===== src/rtl/core/tss_pkg.sv =====
`default_nettype none
// -----------------------------------------------------------------------------
// tss_pkg
// Shared types, constants and exponential tables for the top-K softmax router.
// -----------------------------------------------------------------------------
package tss_pkg;

  localparam int unsigned SCORE_W = 16;
  localparam int unsigned INDEX_W = 8;
  localparam int unsigned WEIGHT_W = 16;
  localparam int unsigned SUM_W = 20;
  localparam int unsigned EXP_W = 17;
  localparam int unsigned DIV_W = 37;

  // register byte addresses
  localparam logic [1:0] REG_TOP_COUNT = 2'd0;

  typedef struct packed {
    logic signed [SCORE_W-1:0] score;
    logic                      last_score;
    logic                      row_active;
  } in_req_t;

  typedef struct packed {
    logic [INDEX_W-1:0]  expert_index;
    logic [WEIGHT_W-1:0] weight;
    logic                found;
    logic                last_result;
  } out_req_t;

  // exp(-n), n integer part
  function automatic logic [EXP_W-1:0] exp_int(input logic [3:0] n);
    logic [EXP_W-1:0] v;
    case (n)
      4'd0: v = 17'd65536;
      4'd1: v = 17'd24109;
      4'd2: v = 17'd8869;
      4'd3: v = 17'd3263;
      4'd4: v = 17'd1200;
      4'd5: v = 17'd442;
      4'd6: v = 17'd162;
      4'd7: v = 17'd60;
      4'd8: v = 17'd22;
      4'd9: v = 17'd8;
      4'd10: v = 17'd3;
      4'd11: v = 17'd1;
      default: v = 17'd0;
    endcase
    return v;
  endfunction

  // exp(-h/16)
  function automatic logic [EXP_W-1:0] exp_high(input logic [3:0] h);
    logic [EXP_W-1:0] v;
    case (h)
      4'd0: v = 17'd65536;
      4'd1: v = 17'd61565;
      4'd2: v = 17'd57835;
      4'd3: v = 17'd54331;
      4'd4: v = 17'd51039;
      4'd5: v = 17'd47947;
      4'd6: v = 17'd45042;
      4'd7: v = 17'd42313;
      4'd8: v = 17'd39750;
      4'd9: v = 17'd37341;
      4'd10: v = 17'd35079;
      4'd11: v = 17'd32954;
      4'd12: v = 17'd30957;
      4'd13: v = 17'd29081;
      4'd14: v = 17'd27319;
      default: v = 17'd25664;
    endcase
    return v;
  endfunction

  // exp(-l/256)
  function automatic logic [EXP_W-1:0] exp_low(input logic [3:0] l);
    logic [EXP_W-1:0] v;
    case (l)
      4'd0: v = 17'd65536;
      4'd1: v = 17'd65280;
      4'd2: v = 17'd65026;
      4'd3: v = 17'd64772;
      4'd4: v = 17'd64520;
      4'd5: v = 17'd64268;
      4'd6: v = 17'd64018;
      4'd7: v = 17'd63768;
      4'd8: v = 17'd63520;
      4'd9: v = 17'd63272;
      4'd10: v = 17'd63025;
      4'd11: v = 17'd62780;
      4'd12: v = 17'd62535;
      4'd13: v = 17'd62291;
      4'd14: v = 17'd62048;
      default: v = 17'd61806;
    endcase
    return v;
  endfunction

endpackage
`default_nettype wire


===== src/rtl/core/tss_div.sv =====
`default_nettype none
// -----------------------------------------------------------------------------
// tss_div
// Restoring divider, one quotient bit per cycle, saturated to 16 bits.
// -----------------------------------------------------------------------------
module tss_div (
  input  wire logic                               clk,
  input  wire logic                               rst_n,
  input  wire logic                               start,
  input  wire logic [tss_pkg::DIV_W-1:0]          numer,
  input  wire logic [tss_pkg::SUM_W-1:0]          denom,
  output logic                                    done,
  output logic [tss_pkg::WEIGHT_W-1:0]            quot
);

  localparam int unsigned CNT_W = $clog2(tss_pkg::DIV_W + 1);

  logic [tss_pkg::DIV_W-1:0] num_r;
  logic [tss_pkg::DIV_W-1:0] q_r;
  logic [tss_pkg::SUM_W-1:0] rem_r;
  logic [tss_pkg::SUM_W-1:0] den_r;
  logic [CNT_W-1:0]          cnt_r;
  logic                      busy_r;
  logic                      done_r;
  logic [tss_pkg::SUM_W:0]   trial;
  logic [tss_pkg::SUM_W+1:0] diff;

  assign done = done_r;

  // one shift-subtract step
  always_comb begin
    trial = {rem_r, num_r[tss_pkg::DIV_W-1]};
    diff  = {1'b0, trial} - {2'b00, den_r};
  end

  always_ff @(posedge clk) begin
    if (!rst_n) begin
      busy_r <= 1'b0;
      done_r <= 1'b0;
      cnt_r  <= '0;
    end else begin
      done_r <= 1'b0;
      if (start) begin
        busy_r <= 1'b1;
        cnt_r  <= CNT_W'(tss_pkg::DIV_W);
      end else if (busy_r) begin
        cnt_r <= cnt_r - 1'b1;
        if (cnt_r == CNT_W'(1)) begin
          busy_r <= 1'b0;
          done_r <= 1'b1;
        end
      end
    end
  end

  // remainder stays below the divisor, so it fits the divisor width
  always_ff @(posedge clk) begin
    if (start) begin
      num_r <= numer;
      den_r <= denom;
      rem_r <= '0;
      q_r   <= '0;
    end else if (busy_r) begin
      num_r <= {num_r[tss_pkg::DIV_W-2:0], 1'b0};
      if (!diff[tss_pkg::SUM_W+1]) begin
        rem_r <= diff[tss_pkg::SUM_W-1:0];
        q_r   <= {q_r[tss_pkg::DIV_W-2:0], 1'b1};
      end else begin
        rem_r <= trial[tss_pkg::SUM_W-1:0];
        q_r   <= {q_r[tss_pkg::DIV_W-2:0], 1'b0};
      end
    end
  end

  // saturate
  assign quot = (q_r[tss_pkg::DIV_W-1:tss_pkg::WEIGHT_W] != '0) ? '1
                : q_r[tss_pkg::WEIGHT_W-1:0];

endmodule
`default_nettype wire


===== src/rtl/core/topk_select_softmax.sv =====
`default_nettype none
// -----------------------------------------------------------------------------
// topk_select_softmax
// Streaming top-K selector over router scores with softmax weights.
// -----------------------------------------------------------------------------
//  channel | direction | payload
//  in_     | input     | tss_pkg::in_req_t  (score, last_score, row_active)
//  out_    | output    | tss_pkg::out_req_t (expert_index, weight, found, last_result)
//  cfg_    | APB       | register 0 at byte 0: top_count
//
// Ranking: each score is inserted by walking the slot memory, one read and one
// write a cycle, with a scan and a wait step per compared slot and a shift and
// a write step per moved slot. At the end of a row a sum pass runs the exponent
// steps for each ranked slot, and each ranked result then takes the exponent
// steps, a serial division and an output step.
// Reset is synchronous and clears control state and the slot count; the slot
// memory needs no clearing since only the first `fill` slots are ever read.
// A stalled result holds; no request is taken outside the idle state.
module topk_select_softmax #(
  parameter int unsigned MAX_TOP = 8
) (
  input  wire logic               clk,
  input  wire logic               rst_n,
  input  wire logic               in_valid,
  output logic                    in_stall,
  input  wire tss_pkg::in_req_t   in_data,
  output logic                    out_valid,
  input  wire logic               out_stall,
  output tss_pkg::out_req_t       out_data,
  input  wire logic               cfg_psel,
  input  wire logic               cfg_penable,
  input  wire logic               cfg_pwrite,
  input  wire logic [1:0]         cfg_paddr,
  input  wire logic [31:0]        cfg_pwdata,
  output logic [31:0]             cfg_prdata,
  output logic                    cfg_pready
);

  localparam int unsigned AW = (MAX_TOP > 1) ? $clog2(MAX_TOP) : 1;
  localparam int unsigned FW = $clog2(MAX_TOP + 1);
  localparam int unsigned MAX_EXPERTS = 256;
  localparam int unsigned SEEN_W = 9;
  localparam int unsigned SW = tss_pkg::SCORE_W;
  localparam int unsigned IW = tss_pkg::INDEX_W;
  localparam int unsigned EW = tss_pkg::EXP_W;

  typedef enum logic [3:0] {
    S_IDLE, S_SCAN, S_SCAN_W, S_SHIFT, S_SHIFT_W, S_PLACE,
    S_SUM, S_SUM_W, S_EXP1, S_EXP2, S_DIV, S_OUT, S_CLEAR
  } state_t;

  // configuration
  logic [3:0] top_count_r;
  logic       cfg_wr;
  assign cfg_pready = 1'b1;
  assign cfg_wr = cfg_psel && cfg_penable && cfg_pwrite &&
                  (cfg_paddr == tss_pkg::REG_TOP_COUNT);
  assign cfg_prdata = {28'd0, top_count_r};
  always_ff @(posedge clk) begin
    if (!rst_n) begin
      top_count_r <= 4'd4;
    end else if (cfg_wr) begin
      top_count_r <= cfg_pwdata[3:0];
    end
  end

  logic [FW-1:0] k_eff;
  always_comb begin
    if (top_count_r == 4'd0) k_eff = FW'(1);
    else if (32'(top_count_r) > MAX_TOP) k_eff = FW'(MAX_TOP);
    else k_eff = FW'(top_count_r);
  end

  // slot memory: score and index, one port each way
  logic [SW+IW-1:0] mem [MAX_TOP];
  logic             mem_we;
  logic [AW-1:0]    mem_wa, mem_ra;
  logic [SW+IW-1:0] mem_wd, mem_rd_r;
  always_ff @(posedge clk) begin
    if (mem_we) mem[mem_wa] <= mem_wd;
    mem_rd_r <= mem[mem_ra];
  end

  state_t               state_r;
  logic [FW-1:0]        fill_r;
  logic [FW-1:0]        pos_r;
  logic [FW-1:0]        k_r;
  logic [SEEN_W-1:0]    seen_r;
  logic signed [SW-1:0] s_r;
  logic [IW-1:0]        idx_r;
  logic                 last_r;
  logic signed [SW-1:0] max_r;
  logic [tss_pkg::SUM_W-1:0] sum_r;
  logic [21:0]          acc_r;
  logic [EW-1:0]        v_r;
  logic                 l_r;
  logic [FW-1:0]        oidx_r;
  logic                 div_start_r;
  tss_pkg::out_req_t    out_r;
  logic                 out_valid_r;
  logic [7:0]           hold_r;

  logic [tss_pkg::WEIGHT_W-1:0] quot;
  logic                          div_done;
  tss_div u_div (
    .clk   (clk),
    .rst_n (rst_n),
    .start (div_start_r),
    .numer (tss_pkg::DIV_W'({v_r, 16'd0}) + tss_pkg::DIV_W'(sum_r >> 1)),
    .denom (sum_r),
    .done  (div_done),
    .quot  (quot)
  );

  assign in_stall = (state_r != S_IDLE);
  assign out_valid = out_valid_r;
  assign out_data = out_r;

  // exponential of d = max - score
  logic [16:0]     d_w;
  logic [2*EW-1:0] prod;
  logic [EW-1:0]   prod_rnd;
  logic signed [SW-1:0] rd_score;
  assign rd_score = mem_rd_r[SW+IW-1:IW];
  assign d_w = 17'(signed'({max_r[SW-1], max_r}) - signed'({rd_score[SW-1], rd_score}));

  always_comb begin
    mem_we = 1'b0;
    mem_wa = '0;
    mem_wd = '0;
    mem_ra = '0;
    case (state_r)
      S_SCAN, S_SCAN_W: mem_ra = AW'(pos_r);
      S_SHIFT:   mem_ra = AW'(pos_r - 1'b1);
      S_SHIFT_W: begin
        mem_we = 1'b1;
        mem_wa = AW'(pos_r);
        mem_wd = mem_rd_r;
      end
      S_PLACE: begin
        mem_we = 1'b1;
        mem_wa = AW'(pos_r);
        mem_wd = {s_r, idx_r};
      end
      S_SUM, S_SUM_W, S_EXP1, S_EXP2, S_DIV, S_OUT: mem_ra = AW'(pos_r);
      default: ;
    endcase
  end

  logic [EW-1:0] exp_high_sel;
  assign exp_high_sel = (l_r ? tss_pkg::exp_low(hold_r[3:0])
                             : tss_pkg::exp_high(hold_r[7:4]));
  always_comb prod = v_r * exp_high_sel;
  assign prod_rnd = EW'((prod + 34'd32768) >> 16);

  always_ff @(posedge clk) begin
    if (!rst_n) begin
      state_r     <= S_IDLE;
      fill_r      <= '0;
      seen_r      <= '0;
      out_valid_r <= 1'b0;
      div_start_r <= 1'b0;
      sum_r       <= '0;
    end else begin
      div_start_r <= 1'b0;
      // result register: load in the output state, drop once taken
      if (state_r == S_OUT && (!out_valid_r || !out_stall)) out_valid_r <= 1'b1;
      else if (out_valid_r && !out_stall) out_valid_r <= 1'b0;
      case (state_r)
        S_IDLE: if (in_valid) begin
          s_r    <= in_data.score;
          idx_r  <= seen_r[IW-1:0];
          last_r <= in_data.last_score;
          k_r    <= k_eff;
          pos_r  <= '0;
          if (in_data.row_active && 32'(seen_r) < MAX_EXPERTS) begin
            seen_r  <= seen_r + 1'b1;
            state_r <= S_SCAN;
          end else if (in_data.last_score && !in_data.row_active) begin
            state_r <= S_CLEAR;
          end else if (in_data.last_score) begin
            state_r <= S_SUM;
            acc_r   <= '0;
          end
        end
        // find insertion point
        S_SCAN: begin
          if (pos_r >= k_r) begin
            state_r <= last_r ? S_SUM : S_IDLE;
            pos_r   <= '0;
            acc_r   <= '0;
          end else if (pos_r >= fill_r) begin
            state_r <= S_PLACE;
          end else begin
            state_r <= S_SCAN_W;
          end
        end
        S_SCAN_W: begin
          if (s_r > rd_score) begin
            pos_r   <= (fill_r < k_r) ? fill_r : k_r - 1'b1;
            state_r <= S_SHIFT;
            oidx_r  <= pos_r;
          end else begin
            pos_r   <= pos_r + 1'b1;
            state_r <= S_SCAN;
          end
        end
        // move slots down one place
        S_SHIFT: begin
          if (pos_r == oidx_r) state_r <= S_PLACE;
          else state_r <= S_SHIFT_W;
        end
        S_SHIFT_W: begin
          pos_r   <= pos_r - 1'b1;
          state_r <= S_SHIFT;
        end
        S_PLACE: begin
          if (fill_r < k_r) fill_r <= fill_r + 1'b1;
          pos_r   <= '0;
          acc_r   <= '0;
          state_r <= last_r ? S_SUM : S_IDLE;
        end
        // sum of exponentials, slot 0 gives the max
        S_SUM: state_r <= S_SUM_W;
        S_SUM_W: begin
          if (pos_r == '0) max_r <= rd_score;
          state_r <= S_EXP1;
          hold_r  <= (pos_r == '0) ? 8'd0 : d_w[7:0];
          v_r     <= (pos_r == '0) ? 17'd65536 :
                     ((d_w[16:12] != 5'd0) ? '0 : tss_pkg::exp_int(d_w[11:8]));
          l_r     <= 1'b0;
        end
        S_EXP1: begin
          v_r     <= prod_rnd;
          l_r     <= 1'b1;
          state_r <= S_EXP2;
        end
        S_EXP2: begin
          v_r <= prod_rnd;
          if (acc_r[21]) begin
            // output pass: v ready, divide
            div_start_r <= 1'b1;
            state_r     <= S_DIV;
          end else if (pos_r + 1'b1 >= k_r || pos_r + 1'b1 >= fill_r) begin
            sum_r   <= tss_pkg::SUM_W'(acc_r + 22'(prod_rnd));
            acc_r   <= 22'h200000;
            pos_r   <= '0;
            state_r <= (fill_r == '0) ? S_OUT : S_SUM;
          end else begin
            acc_r   <= acc_r + 22'(prod_rnd);
            pos_r   <= pos_r + 1'b1;
            state_r <= S_SUM;
          end
        end
        S_DIV: if (div_done) begin
          state_r <= S_OUT;
        end
        // one result per slot
        S_OUT: if (!out_valid_r || !out_stall) begin
          out_r.found          <= (pos_r < fill_r);
          out_r.expert_index   <= (pos_r < fill_r) ? mem_rd_r[IW-1:0] : '0;
          out_r.weight         <= (pos_r < fill_r && sum_r != '0) ? quot : '0;
          out_r.last_result    <= (pos_r == k_r - 1'b1);
          if (pos_r == k_r - 1'b1) begin
            state_r <= S_CLEAR;
          end else begin
            pos_r   <= pos_r + 1'b1;
            state_r <= (pos_r + 1'b1 < fill_r) ? S_SUM : S_OUT;
          end
        end
        S_CLEAR: begin
          fill_r  <= '0;
          seen_r  <= '0;
          state_r <= S_IDLE;
        end
        default: state_r <= S_IDLE;
      endcase
    end
  end

endmodule
`default_nettype wire


===== config.mk =====
export PLATFORM = sky130hd
export DESIGN_NAME = topk_select_softmax
export DESIGN_NICKNAME = d
export VERILOG_FILES = /design/src/rtl/core/tss_pkg.sv /design/src/rtl/core/tss_div.sv /design/src/rtl/core/topk_select_softmax.sv
export SDC_FILE = /design/constraint.sdc
export NUM_CORES = 2
export LEC_CHECK = 0
export BUFFER_PORTS_ARGS = -buffer_cell sky130_fd_sc_hd__clkbuf_2
export CORE_UTILIZATION = 55
export CTS_BUF_LIST = sky130_fd_sc_hd__clkbuf_8
export DETAILED_ROUTE_END_ITERATION = 12
export PLACE_DENSITY = 0.75
export RECOVER_POWER = 100
export SLEW_MARGIN = 15
export SYNTH_ARGS = -nofsm -noshare
export SYNTH_HDL_FRONTEND = slang
export SYNTH_SLANG_ARGS = --single-unit

===== constraint.sdc =====
create_clock -name clk -period 7.9 [get_ports clk]
set_input_delay 0.79 -clock clk [delete_from_list [all_inputs] [get_ports clk]]
set_output_delay 0.79 -clock clk [all_outputs]
set_load 0.05 [all_outputs]

==> results.json <==
{
  "synth_top_cell_by_area": "edfxtp_1",
  "grt_pass1_wl_um": 124000,
  "crit_path_max_incr_delay_ns": 0.50,
  "status": "finished with violations",
  "synth_seq_cells": 538,
  "tightest_slew_ns": 4.52,
  "fill_cells": 4956,
  "holdPathEnd": "s_r[2]$_DFFE_PP_",
  "reg2regPathDepth": 32,
  "drt_iter0_drc": 1467,
  "crit_path_frequent_cell": "fa_1",
  "rsz0062_at_grt": "true",
  "skew_ns": 0.0368,
  "slew_violations": 570,
  "n_antenna_cell": 0,
  "cts_tree": "built",
  "hp-start": "in_data[4]",
  "r2r-end": "acc_r[15]$_SDFFCE_PN0P_",
  "path_buf_inv": 7,
  "fin_crit_sh_pct": 101,
  "fin_nets": 4091,
  "place_area_um2": 36500,
  "r2r_start": "l_r$_DFFE_PP_",
  "ant_nets": 0,
  "seq_area_um2": 14500,
  "drc": 0,
  "cts_made_buffers": 85,
  "ioPinCount": 120,
  "synth_edf_count": 376,
  "gp_congestion": 0.894,
  "arrival_ns": 8.39,
  "cp_max_fo": 5,
  "htree_levels": 3,
  "multi_input_area_um2": 18600,
  "crit_required_ns": 8.30,
  "grt_overflow": 0,
  "startpoint_type": "flip-flop",
  "synth_area_leaders": "edfxtp_1 33%, fa_1 13%, dfxtp_1 9.4%",
  "first_pass_iters": 6,
  "worstSetupEndpointType": "flip-flop",
  "ys.flop_type": "edfxtp_1",
  "ctsLongestPathBuffers": 3,
  "setup_ws_ns": -0.0901,
  "yosysWarnings": 0,
  "holdBufCountCts": 0,
  "cap_violations": 16,
  "min_path_cells": 1,
  "core_area_um2": 61900,
  "areaGrowthSynthToFinish_pct": 12.7,
  "setup_viol": 9,
  "port_buffers": 62,
  "num_vias": 24500,
  "grt_usage_pct": 24.3,
  "ys_seq_area_share_pct": 42.0,
  "layout-drive-gt1-share_pct": 12.8,
  "syn_area_per_cell_um2": 10.2,
  "crit_type": "flip-flop to flip-flop",
  "wl_per_cell_um": 17.1,
  "initial_core_util_pct": 55.8,
  "clock-sinks": 538,
  "grt_max_degree": 97,
  "final-hold-violation-count": 0,
  "max_freq_ghz": 0.125,
  "r2r_slack_ns": -0.09,
  "violations": "max-capacitance violations, max-slew violations, negative setup slack",
  "first_global_vias": 24400,
  "ys_async_sr_fraction_pct": 0,
  "min_period_ns": 7.99,
  "final_cell_area_um2": 39000,
  "final_util_pct": 63.0,
  "synth_top_cell_area_share_pct": 32.6,
  "clkTransAtPathRegs_ns": 0.06,
  "hpwlAfterDp_um": 53300,
  "clk-insertion-delay-late_ns": 0.68,
  "post_drt_via_cell_ratio": 5.48,
  "hp-class": "primary input to flip-flop",
  "grt_antenna_before_repair": 0,
  "netlist_area_um2": 34600,
  "clockRootBuffer": "clkbuf_8",
  "drt_wl_total_um": 76600,
  "syn-instance-count": 3398,
  "cpLargestDelayFamily": "adder cells",
  "slew_headroom_pct": -201,
  "placementRows": 91,
  "synth_cell_types": 78,
  "die_area_um2": 63900,
  "die_width_um": 253,
  "die_h_um": 253,
  "critPathSlowestCell": "fa_1"
}
layer usage:
layer | track usage, % | part of all wire [%] | vias to the layer above
li1 | - | - | 11700
met1 | 31.9 | 42 | 12000
met2 | 41.2 | 50 | 673
met3 | 3.85 | 5.6 | 143
met4 | 7.79 | 2.4 | 0
met5 | 0 | 0 | -
cell type report:
cell class | count | area share (%)
clock inverter | 50 | 0.796
sequential | 538 | 37.3
tap | 837 | 2.69
inverter | 368 | 3.54
clock buffer | 107 | 3.78
multi-input combinational | 2332 | 47.6
timing repair buffer | 250 | 4.29
cell usage after synthesis (all sizes together) (5+ instances only):
cell type	n
xnor2	56
clkbuf	139
and3	14
nand2b	25
or4	5
nand4	22
inv	367
a21oi	106
nor3b	7
o21ai	124
mux2	32
o22ai	11
nor2	239
a211oi	31
o21a	36
ha	230
or3	12
a31oi	7
nand2	459
nor4	16
a21o	30
fa	227
and2	121
o311ai	5
buf	48
nor2b	64
o211ai	12
edfxtp	376
a22o	15
mux2i	76
a22oi	9
nor3	36
a32o	5
nand3	157
dfxtp	162
a21boi	5
xor2	47
or2	6
cells in the final DEF (no fill, tap or decap), types with 34 or more instances in the layout:
cell type    n
xnor2_1     49
and2_1     106
xor2_1      41
edfxtp_1   376
a21oi_1     92
nand2_1    451
o21ai_0    109
buf_4      155
clkbuf_8   107
ha_1       219
dfxtp_1    161
clkbuf_1    57
fa_1       214
o21a_1      35
nand3_1    155
nor2_1     231
inv_1      399
mux2i_1     75
nor2b_1     61
nor3_1      34
flip-flops by register name, indices dropped and copies added (netlist names), 6 cells and up, named ones only:
signal / cells
s_r: 16
idx_r: 8
acc_r: 22
u_div.rem_r: 20
v_r: 17
u_div.den_r: 20
u_div.cnt_r: 6
mem_rd_r: 24
mem: 192
max_r: 16
sum_r: 20
hold_r: 8
u_div.num_r: 37
out_data: 26
seen_r: 9
u_div.q_r: 37
worst max path at each step:
| stage | startpoint | to | slack, ns | cells after the start |
|---|---|---|---|---|
| CTS | l_r$_DFFE_PP_ | acc_r[16]$_SDFFCE_PN0P_ | -0.05 | 29 |
| floorplan | l_r$_DFFE_PP_ | acc_r[19]$_SDFFCE_PN0P_ | 0.01 | 33 |
| global placement | l_r$_DFFE_PP_ | acc_r[15]$_SDFFCE_PN0P_ | -0.26 | 30 |
| finish | l_r$_DFFE_PP_ | acc_r[15]$_SDFFCE_PN0P_ | -0.09 | 32 |
| global route | l_r$_DFFE_PP_ | acc_r[15]$_SDFFCE_PN0P_ | -0.39 | 32 |
| detailed placement | l_r$_DFFE_PP_ | acc_r[19]$_SDFFCE_PN0P_ | -0.42 | 34 |
kinds of logic after synthesis:
group	share of synthesized area [%]
buf+inv	6.41
other cells	0.0217
compound gates	8.24
fa+ha+maj	21.5
mux	3.25
simple gates	16.0
flops	42.0
xor+xnor	2.61
stage by stage:
step | instances | TNS, ns | hold slack [ns] | setup slack [ns]
floorplan | 3425 | 0 | 0.408 | 0.0111
finish | 4482 | -0.417 | 0.280 | -0.0901
global placement | 4297 | -3.18 | 0.411 | -0.262
detailed placement | 4297 | -6.78 | 0.417 | -0.424
global route | 4482 | -5.71 | 0.231 | -0.391
CTS | 4469 | -0.116 | 0.226 | -0.0498
what timing repair did:
| action | in CTS | in global routing |
|---|---|---|
| setup buffers | 15 | 13 |
| pin swaps | 37 | 56 |
| endpoints found under the setup margin | 27 | 32 |
| gates cloned | 0 | 1 |
| gates resized for setup | 64 | 77 |
Power is not shown: default switching activity piles up to over one toggle a cycle in this logic, so the estimate is an artifact.
